==> src/rtl/mds_pkg.sv <==
// Package for the mouse delta scaler: widths, codes, reset values and the
// structs that travel between the pipeline stages.
// No dependencies; every other file imports it.
`default_nettype none

package mds_pkg;

  // Field widths of the channels and registers.
  localparam int MDS_CMD_W     = 2;
  localparam int MDS_POS_W     = 16;
  localparam int MDS_SIZE_W    = 11;
  localparam int MDS_SPEED_W   = 5;
  localparam int MDS_CFG_IDX_W = 2;
  localparam int MDS_CFG_DAT_W = 11;
  localparam int MDS_STATUS_W  = 8;
  localparam int MDS_OUT_W     = 8;

  // Datapath widths.
  // Delta is position minus centre: -1023..65535.
  localparam int MDS_DELTA_W = 18;
  // Delta times speed (up to 31): -31713..2031585, below 2^21, signed.
  localparam int MDS_PROD_W  = 24;
  // Magnitude of the product.
  localparam int MDS_MAG_W   = 21;
  // Divide by ten as a multiply by ceil(2^24 / 10), exact for magnitudes below 2^22.
  localparam int MDS_RECIP_SH     = 24;
  localparam int MDS_RECIP_W      = 21;
  localparam int MDS_RECIP_PROD_W = MDS_MAG_W + MDS_RECIP_W;
  localparam logic [MDS_RECIP_W-1:0] MDS_RECIP = MDS_RECIP_W'(1677722);
  // Unsigned quotient of the magnitude, and its signed form.
  localparam int MDS_QUO_W  = MDS_RECIP_PROD_W - MDS_RECIP_SH;
  localparam int MDS_SQUO_W = MDS_QUO_W + 1;
  // Remainder digit 0..9, and signed remainder -9..9.
  localparam int MDS_DIGIT_W = 4;
  localparam int MDS_REM_W   = 5;
  // Small sum of two remainders: -18..18.
  localparam int MDS_TSUM_W  = 6;
  // Quotient after the remainder correction.
  localparam int MDS_FQ_W    = MDS_SQUO_W + 1;

  // Status byte bit positions.
  localparam int MDS_ST_LEFT  = 0;
  localparam int MDS_ST_RIGHT = 1;
  localparam int MDS_ST_XP    = 4;
  localparam int MDS_ST_XN    = 5;
  localparam int MDS_ST_YP    = 6;
  localparam int MDS_ST_YN    = 7;

  // Reset values of the registers and of the pointer.
  localparam logic [MDS_SIZE_W-1:0]  MDS_WIDTH_RST  = MDS_SIZE_W'(768);
  localparam logic [MDS_SIZE_W-1:0]  MDS_HEIGHT_RST = MDS_SIZE_W'(512);
  localparam logic [MDS_SPEED_W-1:0] MDS_SPEED_RST  = MDS_SPEED_W'(10);
  localparam logic [MDS_POS_W-1:0]   MDS_PTR_X_RST  =
    MDS_POS_W'(MDS_WIDTH_RST[MDS_SIZE_W-1:1]);
  localparam logic [MDS_POS_W-1:0]   MDS_PTR_Y_RST  =
    MDS_POS_W'(MDS_HEIGHT_RST[MDS_SIZE_W-1:1]);

  // Input commands.
  typedef enum logic [MDS_CMD_W-1:0] {
    CMD_MOVE   = 2'd0,
    CMD_LEFT   = 2'd1,
    CMD_RIGHT  = 2'd2,
    CMD_SAMPLE = 2'd3
  } mds_cmd_t;

  // Configuration register indexes.
  typedef enum logic [MDS_CFG_IDX_W-1:0] {
    REG_CAPTURE = 2'd0,
    REG_WIDTH   = 2'd1,
    REG_HEIGHT  = 2'd2,
    REG_SPEED   = 2'd3
  } mds_reg_t;

  // Current configuration.
  typedef struct packed {
    logic                   capture;
    logic [MDS_SIZE_W-1:0]  width;
    logic [MDS_SIZE_W-1:0]  height;
    logic [MDS_SPEED_W-1:0] speed;
  } mds_cfg_t;

  // Stage 1: scaled deltas of one sample.
  typedef struct packed {
    logic                          capture;
    logic [1:0]                    buttons;
    logic signed [MDS_PROD_W-1:0]  prod_x;
    logic signed [MDS_PROD_W-1:0]  prod_y;
  } mds_s1_t;

  // Stage 2: one axis after the reciprocal multiply.
  typedef struct packed {
    logic                        neg;
    logic [MDS_MAG_W-1:0]        mag;
    logic [MDS_RECIP_PROD_W-1:0] recip;
  } mds_s2_axis_t;

  typedef struct packed {
    logic         capture;
    logic [1:0]   buttons;
    mds_s2_axis_t x;
    mds_s2_axis_t y;
  } mds_s2_t;

  // Stage 3: one axis as a signed quotient and remainder of the product.
  typedef struct packed {
    logic signed [MDS_SQUO_W-1:0] quo;
    logic signed [MDS_REM_W-1:0]  rem;
  } mds_s3_axis_t;

  typedef struct packed {
    logic         capture;
    logic [1:0]   buttons;
    mds_s3_axis_t x;
    mds_s3_axis_t y;
  } mds_s3_t;

  // Final result of one axis.
  typedef struct packed {
    logic signed [MDS_OUT_W-1:0] delta;
    logic                        ovf_pos;
    logic                        ovf_neg;
    logic signed [MDS_REM_W-1:0] rem;
  } mds_axis_res_t;

endpackage

`default_nettype wire

==> src/rtl/mds_in_if.sv <==
// Input channel of the mouse delta scaler: pointer events and sample requests.
// Depends on mds_pkg.
`default_nettype none

interface mds_in_if import mds_pkg::*; ();
  logic                 valid;
  logic                 ready;
  logic [MDS_CMD_W-1:0] cmd;
  logic [MDS_POS_W-1:0] pos_x;
  logic [MDS_POS_W-1:0] pos_y;
  logic                 button_pressed;

  modport source (output valid, cmd, pos_x, pos_y, button_pressed, input ready);
  modport sink   (input valid, cmd, pos_x, pos_y, button_pressed, output ready);
endinterface

`default_nettype wire

==> src/rtl/mds_event.sv <==
// Front end: pointer and button state, and the first pipeline stage that
// scales the offset from the centre by the speed. Depends on mds_pkg, mds_in_if.
`default_nettype none

module mds_event import mds_pkg::*; (
  input  logic     clk,
  input  logic     rst_n,
  mds_in_if.sink   in_ch,
  input  mds_cfg_t cfg,
  input  logic     s2_en,
  output logic     s1_vld,
  output mds_s1_t  s1
);

  logic [MDS_POS_W-1:0]          ptr_x_r;
  logic [MDS_POS_W-1:0]          ptr_y_r;
  logic [1:0]                    btn_r;
  logic                          s1_vld_r;
  mds_s1_t                       s1_r;
  mds_s1_t                       s1_nxt;
  logic                          s1_en;
  logic                          accept;
  mds_cmd_t                      cmd;
  logic [MDS_POS_W-1:0]          ctr_x;
  logic [MDS_POS_W-1:0]          ctr_y;
  logic signed [MDS_DELTA_W-1:0] dx;
  logic signed [MDS_DELTA_W-1:0] dy;
  logic signed [MDS_PROD_W-1:0]  spd;

  // Stage 1 loads when it is empty or its item moves on.
  assign s1_en       = !s1_vld_r || s2_en;
  assign in_ch.ready = s1_en;
  assign accept      = in_ch.valid && in_ch.ready;
  assign cmd         = mds_cmd_t'(in_ch.cmd);

  assign ctr_x = MDS_POS_W'(cfg.width[MDS_SIZE_W-1:1]);
  assign ctr_y = MDS_POS_W'(cfg.height[MDS_SIZE_W-1:1]);

  // Offset from the centre times the speed.
  always_comb begin
    dx  = $signed(MDS_DELTA_W'(ptr_x_r)) - $signed(MDS_DELTA_W'(ctr_x));
    dy  = $signed(MDS_DELTA_W'(ptr_y_r)) - $signed(MDS_DELTA_W'(ctr_y));
    spd = $signed(MDS_PROD_W'(cfg.speed));
    s1_nxt.capture = cfg.capture;
    s1_nxt.buttons = btn_r;
    s1_nxt.prod_x  = MDS_PROD_W'(dx) * spd;
    s1_nxt.prod_y  = MDS_PROD_W'(dy) * spd;
  end

  // Pointer and button state; a live sample returns the pointer to the centre.
  always_ff @(posedge clk) begin
    if (!rst_n) begin
      ptr_x_r <= MDS_PTR_X_RST;
      ptr_y_r <= MDS_PTR_Y_RST;
      btn_r   <= 2'b00;
    end else if (accept && cfg.capture) begin
      unique case (cmd)
        CMD_MOVE: begin
          ptr_x_r <= in_ch.pos_x;
          ptr_y_r <= in_ch.pos_y;
        end
        CMD_LEFT:   btn_r[MDS_ST_LEFT]  <= in_ch.button_pressed;
        CMD_RIGHT:  btn_r[MDS_ST_RIGHT] <= in_ch.button_pressed;
        CMD_SAMPLE: begin
          ptr_x_r <= ctr_x;
          ptr_y_r <= ctr_y;
        end
        default: btn_r <= btn_r;
      endcase
    end
  end

  // Only sample requests enter the pipeline.
  always_ff @(posedge clk) begin
    if (!rst_n) begin
      s1_vld_r <= 1'b0;
    end else if (s1_en) begin
      s1_vld_r <= accept && (cmd == CMD_SAMPLE);
    end
  end

  always_ff @(posedge clk) begin
    if (s1_en) begin
      s1_r <= s1_nxt;
    end
  end

  assign s1_vld = s1_vld_r;
  assign s1     = s1_r;

endmodule

`default_nettype wire

==> src/flat_wrapper.sv <==
// flat-port wrapper written by rule: the top's interface ports become plain ports
module mds_event_flat import mds_pkg::*;
  (clk, rst_n, cfg, s2_en, s1_vld, s1, in_ch_valid, in_ch_cmd, in_ch_pos_x, in_ch_pos_y, in_ch_button_pressed, in_ch_ready);
  mds_in_if in_ch_i ();
  input  logic clk;
  input  logic rst_n;
  input  mds_cfg_t cfg;
  input  logic s2_en;
  output logic s1_vld;
  output mds_s1_t s1;
  input wire logic [$bits(in_ch_i.valid)-1:0] in_ch_valid;
  input wire logic [$bits(in_ch_i.cmd)-1:0] in_ch_cmd;
  input wire logic [$bits(in_ch_i.pos_x)-1:0] in_ch_pos_x;
  input wire logic [$bits(in_ch_i.pos_y)-1:0] in_ch_pos_y;
  input wire logic [$bits(in_ch_i.button_pressed)-1:0] in_ch_button_pressed;
  output wire logic [$bits(in_ch_i.ready)-1:0] in_ch_ready;
  assign in_ch_i.valid = in_ch_valid;
  assign in_ch_i.cmd = in_ch_cmd;
  assign in_ch_i.pos_x = in_ch_pos_x;
  assign in_ch_i.pos_y = in_ch_pos_y;
  assign in_ch_i.button_pressed = in_ch_button_pressed;
  assign in_ch_ready = in_ch_i.ready;
  mds_event u_core (.clk(clk), .rst_n(rst_n), .in_ch(in_ch_i), .cfg(cfg), .s2_en(s2_en), .s1_vld(s1_vld), .s1(s1));
endmodule
==> config.mk <==
export PLATFORM = sky130hd
export DESIGN_NAME = mds_event_flat
export DESIGN_NICKNAME = d
export VERILOG_FILES = /design/src/rtl/mds_pkg.sv /design/src/rtl/mds_in_if.sv /design/src/rtl/mds_event.sv /design/src/flat_wrapper.sv
export SDC_FILE = /design/constraint.sdc
export NUM_CORES = 1
export LEC_CHECK = 0
export CELL_PAD_IN_SITES_DETAIL_PLACEMENT = 0
export CELL_PAD_IN_SITES_GLOBAL_PLACEMENT = 1
export CORE_AREA = 3 3 188 190
export CTS_CLUSTER_DIAMETER = 40
export CTS_CLUSTER_SIZE = 12
export DETAILED_ROUTE_END_ITERATION = 12
export DIE_AREA = 0 0 191 193
export DONT_BUFFER_PORTS = 1
export PLACE_DENSITY_LB_ADDON = 0.1
export SLEW_MARGIN = 20
export SYNTH_ARGS = -nofsm -noshare
export SYNTH_HDL_FRONTEND = slang
export SYNTH_SLANG_ARGS = --single-unit
==> constraint.sdc <==
create_clock -name clk -period 5.4 [get_ports clk]
set_input_delay 0.54 -clock clk [delete_from_list [all_inputs] [get_ports clk]]
set_output_delay 0.54 -clock clk [all_outputs]
set_load 0.02 [all_outputs]
---- Word level (Yosys, flattened, before mapping) ----
Cells that the tools add are included.
storage, ports and cells
  register bits ........................... 86
  input bits .............................. 67
  output and inout bits ................... 53
cells by class
  add/subtract/negate cells ............... 2
  $mul .................................... 2
  equal/unequal tests ..................... 3
  muxes and demuxes ....................... 2
  reduce and logical (&&, ||, !) cells .... 10
operators with widths
  kind                count
  $pmux 16 s2         2
  $mul 17x6->23       2
  $sub 16x10->17      2
  $reduce_and 2->1    3
  $eq 2x2->1 const B  2
  $logic_and 1x1->1   3
  $eq 2x1->1 const B  1
  $logic_not 2->1     1
  $reduce_bool 2->1   1
  $logic_not 1->1     1
  $logic_or 1x1->1    1

---- Depth between registers and ports, before layout ----
Gate-level depths: netlist of the first run.
  depth in word-level cells ............... 5
  depth in mapped cells ................... 24
  depth with buffers taken out ............ 22

---- Least setup slack after synthesis of the first run ----
No wires, ideal clock.
  path type ............................... input -> register
  from .................................... input cfg[7] (netlist name)
  to ...................................... register u_core.s1_r, in the netlist u_core.s1[20] (data pin)
  library setup time ...................... 266 ps
  data arrival time ....................... 5601 ps
  required time ........................... 5134 ps
  path slack .............................. -467 ps
  cell stages on the path ................. 20
  cells stage by stage .................... inv_1 > ha_1 > nor2b_1 > o211a_2 > o21ai_1 > a41oi_1 > nor3_1 > mux2i_1 > fa_1 > fa_1 > inv_1 > fa_1 > inv_1 > ha_1 > a211oi_1 > o21bai_1 > a21o_1 > a21o_1 > o41ai_1 > xnor2_1
RTL lines
  element               line               text
  start, declared       flat_wrapper.sv:7  input mds_cfg_t cfg;
  end signal, assigned  mds_event.sv:84    s1_r <= s1_nxt;
  end, declared         mds_event.sv:19    mds_s1_t s1_r;

==> impl_metrics.ini, run 1 <==
[pwr]
p_per_area_nw_per_um2 = 633
irDropWorstVdd_mv = 0.354
p_leak_nw = 6.98

[yosys]
synth_edf_count = 49
synth.top_cells.by_count = inv_1 (212), ha_1 (109), nand2_1 (108)
yosysTopAreaCell = fa_1
synth_mux_area_share_pct = 4.75
syn_area_um2 = 11800
synth_top_family_by_area = adder cells
syn_nets = 1677
syn_avg_cell_area_um2 = 8.49
netlist_top_cells_area = fa_1 (18%), edfxtp_1 (12%), ha_1 (12%)
synth_warnings = 0
synth_ff_type = edfxtp_1
ys_types = 60
yosysTopAreaCellShare_pct = 17.9
netlist_instances = 1395
synth_compound_area_share_pct = 13.8
ys_seq_area_share_pct = 18.3
synth_fa_ha_area_share_pct = 29.4
synth_xor_area_share_pct = 4.07
synthSimpleGateAreaFrac_pct = 20.0
async_flop_share_pct = 0
synth_most_common_cell = inv_1
synth_seq_cells = 84

[route]
wire_per_inst_um = 17.1
drc = 0
firstDrtPassIters = 5
num_vias = 10300
ant_nets = 0
dr.first_iter.drc_count = 525
via_per_inst = 5.11
routed_wl_mm = 34.4

[finish]
antenna_cells = 0
drive_above_1_share_pct = 26.7
nFillCells = 3331
post-route-util_pct = 45.1
area_growth_pct = 28.0
instances_no_fill = 2013
nets = 1842
final_area_um2 = 15200

[floorplan]
die_width_um = 191
die_h_um = 193
num_rows = 67
coreArea_um2 = 33600
start_util_pct = 35.2
die_area_um2 = 36900
ioPinCount = 120

[clock_network]
clock_latency_ns = 0.38
clock_sinks = 84
cts_tree = yes
cts_hold_buf = 0
path_clk_slew_ns = 0.08
cts_buffer_depth = 2
cts-root-buf = clkbuf_16
cts_buffers = 9
h-tree-depth = 3

[outcome]
failed_checks = setup timing
outcome = complete, but fails checks

[sta]
max_freq_mhz = 183
fin_crit_sh_pct = 101
slew_headroom_pct = 33.8
period_minus_slack_ns = 5.46
finalSetupViolCount = 2
worst_slew_pin_slew_ns = 0.992
finalHoldViolCount = 0
grt_setup_unrepaired = true
slew_violations = 0
fin_ws_ns = -0.0589
finClkSkew_ns = 0.0170

[global_route]
overflow = 0
grt_antenna_before_repair = 0
grt_pass1_wl_mm = 55.1
grtUsageTotal_pct = 18.9
grt_pass1_vias = 10400
grt_max_degree = 53

[worst_setup_path]
crit_required_ns = 5.51
cp.depth = 24
rr_worst_depth = 24
cpLargestDelayFamily = adder cells
cpPeakStageDelay_ns = 0.51
crit_path_cell_trace = inv_2 > ha_4 > inv_2 > fa_2 > a211oi_4 > o211ai_1 > a31o_2 > buf_6 > a21o_4 > xnor2_4 > and2_4 > fa_1 > fa_1 > inv_1 > fa_1 > inv_2 > ha_4 > buf_4 > nand2_1 > nor2_1 > and3_1 > a21o_1 > o41ai_2 > xnor2_1
cp-start-kind = flip-flop
crit_buf_inv = 6
crit_fanout = 4
cp-end-kind = flip-flop
arrival_ns = 5.57
cp_slowest_cell = fa_1
worstSetupPathType = flip-flop to flip-flop

[place]
placed_area_um2 = 14000
port_buffers = 0
dp_slack_ns = -0.472
hpwl_mm = 25.8
dp.cells = 1976
place_congestion = 0.842

[min_path]
hold_path_depth = 1
min_path_type = input pin to flip-flop

[flow_run]
cap_violations = 0
worst register-to-register path, cell delays in order, from the launching register on:
cell and delay [ns]:
dfxtp_2 0.32, inv_2 0.06, ha_4 0.13, inv_2 0.04, fa_2 0.41, a211oi_4 0.24, o211ai_1 0.16, a31o_2 0.28
buf_6 0.12, a21o_4 0.23, xnor2_4 0.16, and2_4 0.15, fa_1 0.49, fa_1 0.51, inv_1 0.05, fa_1 0.49
inv_2 0.05, ha_4 0.22, buf_4 0.15, nand2_1 0.08, nor2_1 0.05, and3_1 0.16, a21o_1 0.21, o41ai_2 0.33
xnor2_1 0.12
registers in the layout (all words and copies together) (netlist names):
signal and cells:
u_core.s1 49, u_core.ptr_x_r 16, u_core.ptr_y_r 16, u_core.btn_r 2
u_core.s1_vld 1
per-layer routing:
layer / vias to the layer above / wire length [µm] / global-route usage [%]
li1: 5106 / - / -
met3: 26 / 1230 / 3.18
met5: - / 0 / 0
met4: 0 / 479 / 4.52
met2: 163 / 15400 / 30.4
met1: 4989 / 17300 / 26.7
kinds of logic after synthesis:
kind of cell,count (synthesis)
AOI/OAI and AO/OA,234
muxes,55
xor gates and xnor gates,55
and+or+nand+nor,448
adders and majority gates,215
DFF,84
buffers and inverters,304
cells in the final DEF (no fill, tap or decap), drive strengths merged, types with 27 or more instances in the layout:
| master | synthesis | final |
|---|---|---|
| inv | 216 | 218 |
| ha | 109 | 109 |
| a21oi | 48 | 48 |
| nor4 | 44 | 44 |
| xnor2 | 32 | 32 |
| nand2 | 108 | 108 |
| mux2i | 45 | 45 |
| nor2 | 53 | 53 |
| nor3 | 35 | 35 |
| o21ai | 27 | 27 |
| edfxtp | 49 | 49 |
| nand3 | 36 | 36 |
| dfxtp | 35 | 35 |
| fa | 106 | 106 |
| and2 | 65 | 65 |
| buf | 9 | 242 |
final timing paths:
| path | start | end | slack (ns) |
|---|---|---|---|
| hold / removal | rst_n | u_core.ptr_x_r[8]$_SDFFE_PN1P_ | 0.25 |
| setup / recovery | u_core.ptr_y_r[0]$_SDFFE_PN0P_ | u_core.s1[20]$_DFFE_PN_ | -0.06 |
| setup reg to reg | u_core.ptr_y_r[0]$_SDFFE_PN0P_ | u_core.s1[20]$_DFFE_PN_ | -0.06 |
| hold reg to reg | u_core.btn_r[0]$_SDFFE_PN0P_ | u_core.s1[48]$_DFFE_PN_ | 0.44 |
timing repair:
action / 4_1_cts / 5_1_grt
pin swaps: 46 / 69
resized for setup: 48 / 101
endpoints found under the setup margin: 14 / 23
buffers inserted: 4 / 17
stage by stage:
step	total power [mW]	TNS (ns)	hold slack, ns
after CTS	8.99	-0.113	0.231
after detailed placement	7.92	-5.25	0.423
after global placement	7.91	-4.85	0.417
after floorplan	5.53	-0.392	0.408
after global routing	10.6	-1.57	0.231
final	9.60	-0.108	0.248
cell type report:
type                            instances  area [µm²]  share of cell area, %
Inverter                              216         823                   5.43
Clock inverter                          3        23.8                  0.157
Multi-Input combinational cell       1007        9400                   62.0
Clock buffer                           13         293                   1.93
Sequential cell                        84        2180                   14.3
Tap cell                              448         561                   3.70
Timing Repair Buffer                  242        1890                   12.5
report_power, final:
| group | leakage [nW] | total, mW | switching (mW) | internal [mW] |
|---|---|---|---|---|
| Clock | 0.157 | 0.690 | 0.306 | 0.384 |
| Sequential | 0.808 | 1.45 | 0.307 | 1.14 |
| Combinational | 6.01 | 7.46 | 3.59 | 3.88 |
| Total | 6.98 | 9.60 | 4.20 | 5.40 |
Power figures use the tool's default switching activity.
==> run 2, diff against run 1 <==
--- a/config.mk
+++ b/config.mk
@@ -14,7 +14,6 @@
 export DIE_AREA = 0 0 191 193
 export DONT_BUFFER_PORTS = 1
 export PLACE_DENSITY_LB_ADDON = 0.1
-export SLEW_MARGIN = 20
 export SYNTH_ARGS = -nofsm -noshare
 export SYNTH_HDL_FRONTEND = slang
 export SYNTH_SLANG_ARGS = --single-unit
==> constraint.sdc (replaced) <==
create_clock -name clk -period 5.4 [get_ports clk]
set_input_delay 1.08 -clock clk [delete_from_list [all_inputs] [get_ports clk]]
set_output_delay 1.08 -clock clk [all_outputs]
set_load 0.02 [all_outputs]
==> run 2 against run 1 <==
  * The flow still finishes with violations (setup timing)
  * Fmax is 5.6% lower
  * Count of clock-buffer cells in the layout is 4 lower
  * Combinational power is 10% higher
  * Via count is 1.1% higher
  * Cell area is 5.5% higher
  * Total power is 8.0% higher
  * Non-clock buffer count is 38 higher
  * Sequential cell count stayed put
  * Critical path depth is 3 lower
==> impl_metrics.ini, run 2 (synthesis results as in run 1) <==
[floorplan]
die_h_um = 193
start_util_pct = 35.2
num_rows = 67
coreArea_um2 = 33600
ioPinCount = 120
die_area_um2 = 36900
die_width_um = 191

[place]
hpwl_mm = 26.6
dp_slack_ns = -0.988
place_congestion = 0.851
port_buffers = 0

[worst_setup_path]
cp-end-kind = flip-flop
crit_fanout = 5
crit_required_ns = 5.54
cp_slowest_cell = fa_1
cpLargestDelayFamily = adder cells
crit_buf_inv = 5
cp-start-kind = input pin
cpPeakStageDelay_ns = 0.54
arrival_ns = 5.92
rr_worst_depth = 22
worstSetupPathType = input pin to flip-flop
crit_path_cell_trace = ha_4 > inv_2 > fa_2 > a211oi_2 > o211ai_1 > a31o_2 > buf_6 > a21oi_4 > xor2_4 > and2_4 > fa_1 > inv_2 > fa_1 > fa_1 > inv_2 > ha_4 > a211o_4 > o211ai_1 > a311oi_2 > buf_4 > xor2_1
cp.depth = 21

[route]
routed_wl_mm = 34.6
dr.first_iter.drc_count = 356
wire_per_inst_um = 16.9
via_per_inst = 5.07
ant_nets = 0
firstDrtPassIters = 5
drc = 0
num_vias = 10400

[global_route]
grt_max_degree = 52
grtUsageTotal_pct = 19.2
grt_antenna_before_repair = 0
overflow = 0
grt_pass1_vias = 10600
grt_pass1_wl_mm = 55.8

[finish]
seq_area_um2 = 2170
multiInputGateArea_um2 = 9900
nets = 1880
layout_commonest_cell = buf_4
post-route-util_pct = 47.6
final_cell_mix = buf_4 (253), inv_1 (187), fa_1 (102)
nFillCells = 3234
drive_above_1_share_pct = 32.3
largest_reg_flops = 49
area_growth_pct = 35.0
antenna_cells = 0

[clock_network]
clock_latency_ns = 0.38
cts_buffer_depth = 2
clock_sinks = 84
cts-root-buf = clkbuf_16
path_clk_slew_ns = 0.08
cts_buffers = 9
h-tree-depth = 3
cts_hold_buf = 0
cts_tree = yes

[min_path]
min_path_type = flip-flop to flip-flop
hold_path_depth = 0

[pwr]
p_leak_nw = 7.26
p_per_area_nw_per_um2 = 648
irDropWorstVdd_mv = 0.366

[flow_run]
cap_violations = 0

[sta]
finalSetupViolCount = 19
finClkSkew_ns = 0.0142
period_minus_slack_ns = 5.78
slew_violations = 0
max_freq_mhz = 173
grt_setup_unrepaired = true
slew_headroom_pct = 33.9
fin_crit_sh_pct = 107
finalHoldViolCount = 0
fin_ws_ns = -0.382
worst_slew_pin_slew_ns = 0.991

[outcome]
failed_checks = setup timing
outcome = complete, but fails checks
-- run 2: cell types whose count changed in the layout (fill, tap and decap cells not counted), sizes merged --
| cell | change |
|---|---|
| inv | +1 |
| buf | +38 |
| clkinvlp | +1 |
| clkbuf | -4 |
| bufinv | +1 |
| clkinv | +1 |
-- run 2: through the flow --
stage | area [µm²] | total power, mW | cells | hold WS [ns] | TNS [ns]
2_1_floorplan | 12500 | 5.85 | 1395 | 0.408 | -6.74
3_3_place_gp | 14600 | 8.22 | 2006 | 0.413 | -17.08
3_5_place_dp | 14600 | 8.27 | 2006 | 0.425 | -17.54
4_1_cts | 15400 | 9.72 | 2035 | 0.440 | -3.65
5_1_grt | 16000 | 11.4 | 2051 | 0.445 | -8.61
6_report | 16000 | 10.4 | 2051 | 0.441 | -4.11
-- run 2: routing by layer --
metal	part of all wire, %	track usage [%]
met5	0	0
met4	1.4	4.83
met3	4.4	4.01
met2	47	31.6
met1	48	26.0
-- run 2: area by class of cell --
class	count	area share, %
clock buffer	9	1.41
clock inverter	7	0.508
inverter	216	5.18
multi-input combinational	1007	61.9
sequential	84	13.6
tap	448	3.50
timing repair buffer	280	14.0
-- run 2: path summary, 6_finish.rpt --
check                                                     from                       to  slack, ns
worst min register to register    u_core.btn_r[0]$_SDFFE_PN0P_  u_core.s1[48]$_DFFE_PN_       0.44
worst max-delay path                                    cfg[6]  u_core.s1[15]$_DFFE_PN_      -0.38
worst min-delay path              u_core.btn_r[0]$_SDFFE_PN0P_  u_core.s1[48]$_DFFE_PN_       0.44
worst max register to register  u_core.ptr_y_r[0]$_SDFFE_PN0P_  u_core.s1[15]$_DFFE_PN_      -0.09
-- run 2: what timing repair did --
item / 4_1_cts / 5_1_grt
gates cloned: 0 / 0
gates resized for setup: 93 / 102
pin swaps: 96 / 71
setup buffers: 13 / 20
endpoints found under the setup margin: 21 / 26
-- run 2: where the power goes --
group	switching, mW	total [mW]	leakage, nW	internal (mW)
Sequential	0.303	1.44	0.807	1.14
Clock	0.316	0.683	0.153	0.367
Combinational	3.92	8.24	6.30	4.33
-- run 2: worst reg2reg max path, cell delays in order, from the launching register on --
cell and delay (ns):
dfxtp_1 0.31, inv_1 0.08, ha_4 0.14, inv_2 0.04, fa_2 0.38, a211oi_2 0.24, o211ai_1 0.22, a31o_2 0.29
buf_6 0.13, a21oi_4 0.18, xor2_4 0.22, and2_4 0.18, fa_1 0.41, inv_2 0.07, fa_1 0.44, fa_1 0.54
inv_2 0.05, ha_4 0.26, a211o_4 0.37, o211ai_1 0.26, a311oi_2 0.17, buf_4 0.16, xor2_1 0.13
==> run 3, diff against run 2 <==
--- a/config.mk
+++ b/config.mk
@@ -7,11 +7,11 @@
 export LEC_CHECK = 0
 export CELL_PAD_IN_SITES_DETAIL_PLACEMENT = 0
 export CELL_PAD_IN_SITES_GLOBAL_PLACEMENT = 1
-export CORE_AREA = 3 3 188 190
+export CORE_AREA = 4 4 189 191
 export CTS_CLUSTER_DIAMETER = 40
 export CTS_CLUSTER_SIZE = 12
 export DETAILED_ROUTE_END_ITERATION = 12
-export DIE_AREA = 0 0 191 193
+export DIE_AREA = 0 0 193 195
 export DONT_BUFFER_PORTS = 1
 export PLACE_DENSITY_LB_ADDON = 0.1
 export SYNTH_ARGS = -nofsm -noshare
==> run 3 against run 2 <==
  * The flow still finishes with violations (setup timing)
  * Sequential cell count unchanged
  * Count of clock-buffer cells in the layout grew 3
  * Combinational power decreased by 0.6%
  * Critical endpoint is now u_core.s1[20]$_DFFE_PN_
  * Largest power group unchanged
==> impl_metrics.ini, run 3 (synthesis results as in run 1) <==
[outcome]
outcome = complete, but fails checks
failed_checks = setup timing

[pwr]
p_comb_share_pct = 79.7
p_int_mw = 5.74
p_leak_nw = 7.18
power_frac_clock_pct = 6.2
p_sw_mw = 4.52
p_per_area_nw_per_um2 = 648
total_power_mw = 10.3
p_sw_share_pct = 44.1
seq_power_share_pct = 14.1
irDropWorstVdd_mv = 0.368

[route]
wire_per_inst_um = 17.1
firstDrtPassIters = 5
dr.first_iter.drc_count = 431
ant_nets = 0
drc = 0
num_vias = 10300
via_per_inst = 5.05
routed_wl_mm = 35.0

[global_route]
grt_pass1_vias = 10800
grt_max_degree = 47
grtUsageTotal_pct = 19.1
grt_pass1_wl_mm = 57.1
overflow = 0
grt_antenna_before_repair = 1

[worst_setup_path]
cpLargestDelayFamily = adder cells
worstSetupPathType = input pin to flip-flop
cp-end-kind = flip-flop
r2r_slack_ns = -0.10
crit_buf_inv = 4
cpPeakStageDelay_ns = 0.54
arrival_ns = 5.89
r2r-start = u_core.ptr_y_r[0]$_SDFFE_PN0P_
crit_required_ns = 5.51
cp-start-kind = input pin
rr_worst_depth = 23
cp_slowest_cell = fa_1
startpoint = cfg[6]
cp.depth = 22
r2r-end = u_core.s1[20]$_DFFE_PN_
crit_path_cell_trace = ha_4 > inv_2 > fa_2 > a211oi_2 > o211ai_1 > a31o_2 > buf_6 > a21o_4 > xnor2_4 > and2_4 > fa_1 > fa_1 > inv_2 > fa_1 > inv_2 > ha_4 > a211oi_2 > o21bai_1 > a21o_1 > a21o_1 > o41ai_2 > xnor2_1
crit_fanout = 4
critical_path.endpoint = u_core.s1[20]$_DFFE_PN_

[clock_network]
h-tree-depth = 3
cts_buffers = 9
cts-root-buf = clkbuf_16
path_clk_slew_ns = 0.07
cts_tree = yes
cts_buffer_depth = 2
clock_latency_ns = 0.37
cts_hold_buf = 0
clock_sinks = 84

[sta]
finClkSkew_ns = 0.0148
fin_ws_ns = -0.377
slew_headroom_pct = 34.7
slew_violations = 0
max_freq_mhz = 173
finalHoldViolCount = 0
period_minus_slack_ns = 5.78
fin_crit_sh_pct = 107
final.setup.tns_ns = -4.51
grt_setup_unrepaired = true
finalSetupViolCount = 20
worst_slew_pin_slew_ns = 0.979
whs_ns = 0.432

[finish]
final_cell_mix = buf_4 (244), inv_1 (185), fa_1 (103)
drive_above_1_share_pct = 31.9
instances_no_fill = 2046
area_growth_pct = 33.8
nets = 1868
layout_commonest_cell = buf_4
nFillCells = 3342
largest_reg_flops = 49
post-route-util_pct = 46.5
antenna_cells = 0

[min_path]
min_path_type = flip-flop to flip-flop

[floorplan]
start_util_pct = 34.7
die_h_um = 195
coreArea_um2 = 34100
num_rows = 68
die_area_um2 = 37600
die_width_um = 193
ioPinCount = 120

[place]
hpwl_mm = 26.9
dp.cells = 2005
port_buffers = 0
place_congestion = 0.857

[flow_run]
cap_violations = 0
-- run 3: worst min-delay path by stage --
| stage | start | end | slack, ns | cells past startpoint |
|---|---|---|---|---|
| 6_report | u_core.btn_r[1]$_SDFFE_PN0P_ | u_core.s1[49]$_DFFE_PN_ | 0.43 | 0 |
| 5_1_grt | u_core.btn_r[1]$_SDFFE_PN0P_ | u_core.s1[49]$_DFFE_PN_ | 0.45 | 0 |
| 4_1_cts | u_core.btn_r[1]$_SDFFE_PN0P_ | u_core.s1[49]$_DFFE_PN_ | 0.44 | 0 |
| 3_5_place_dp | u_core.btn_r[0]$_SDFFE_PN0P_ | u_core.s1[48]$_DFFE_PN_ | 0.42 | 0 |
| 3_3_place_gp | u_core.btn_r[0]$_SDFFE_PN0P_ | u_core.s1[48]$_DFFE_PN_ | 0.42 | 0 |
| 2_1_floorplan | u_core.btn_r[0]$_SDFFE_PN0P_ | u_core.s1[48]$_DFFE_PN_ | 0.41 | 0 |
-- run 3: cell type report --
| type | instances | area [µm²] | area share, % |
|---|---|---|---|
| flip-flops and latches | 84 | 2170 | 13.7 |
| repair buffers | 268 | 2140 | 13.5 |
| inverters | 216 | 830 | 5.23 |
| multi-input cells | 1007 | 9860 | 62.2 |
| well taps | 455 | 569 | 3.59 |
| clock inverters | 4 | 31.3 | 0.197 |
| clock buffers | 12 | 258 | 1.63 |
-- run 3: per-layer routing --
metal	GRT usage (%)	share of wire (%)
met2	31.8	48
met4	4.98	2.0
met1	25.8	48
met5	0	0
met3	2.91	3.0
-- run 3: power groups by stage --
stage	registers [mW]	logic (mW)	clock network [mW]
floorplan	1.42	4.43	0
global placement	1.47	6.68	0
detailed placement	1.47	6.70	0
CTS	1.46	7.49	0.666
global route	1.47	9.14	0.684
finish	1.45	8.19	0.638
-- run 3: metrics by stage --
stage,worst slack [ns],cell area [µm²]
2_1_floorplan,-0.707,12500
3_3_place_gp,-0.862,14500
3_5_place_dp,-0.934,14500
4_1_cts,-0.349,15300
5_1_grt,-0.610,15900
6_report,-0.377,15900
-- run 3: repair_timing --
item,CTS,global route
pin swaps,84,88
buffers inserted,10,19
endpoints found under the setup margin,23,26
gates resized for setup,113,75
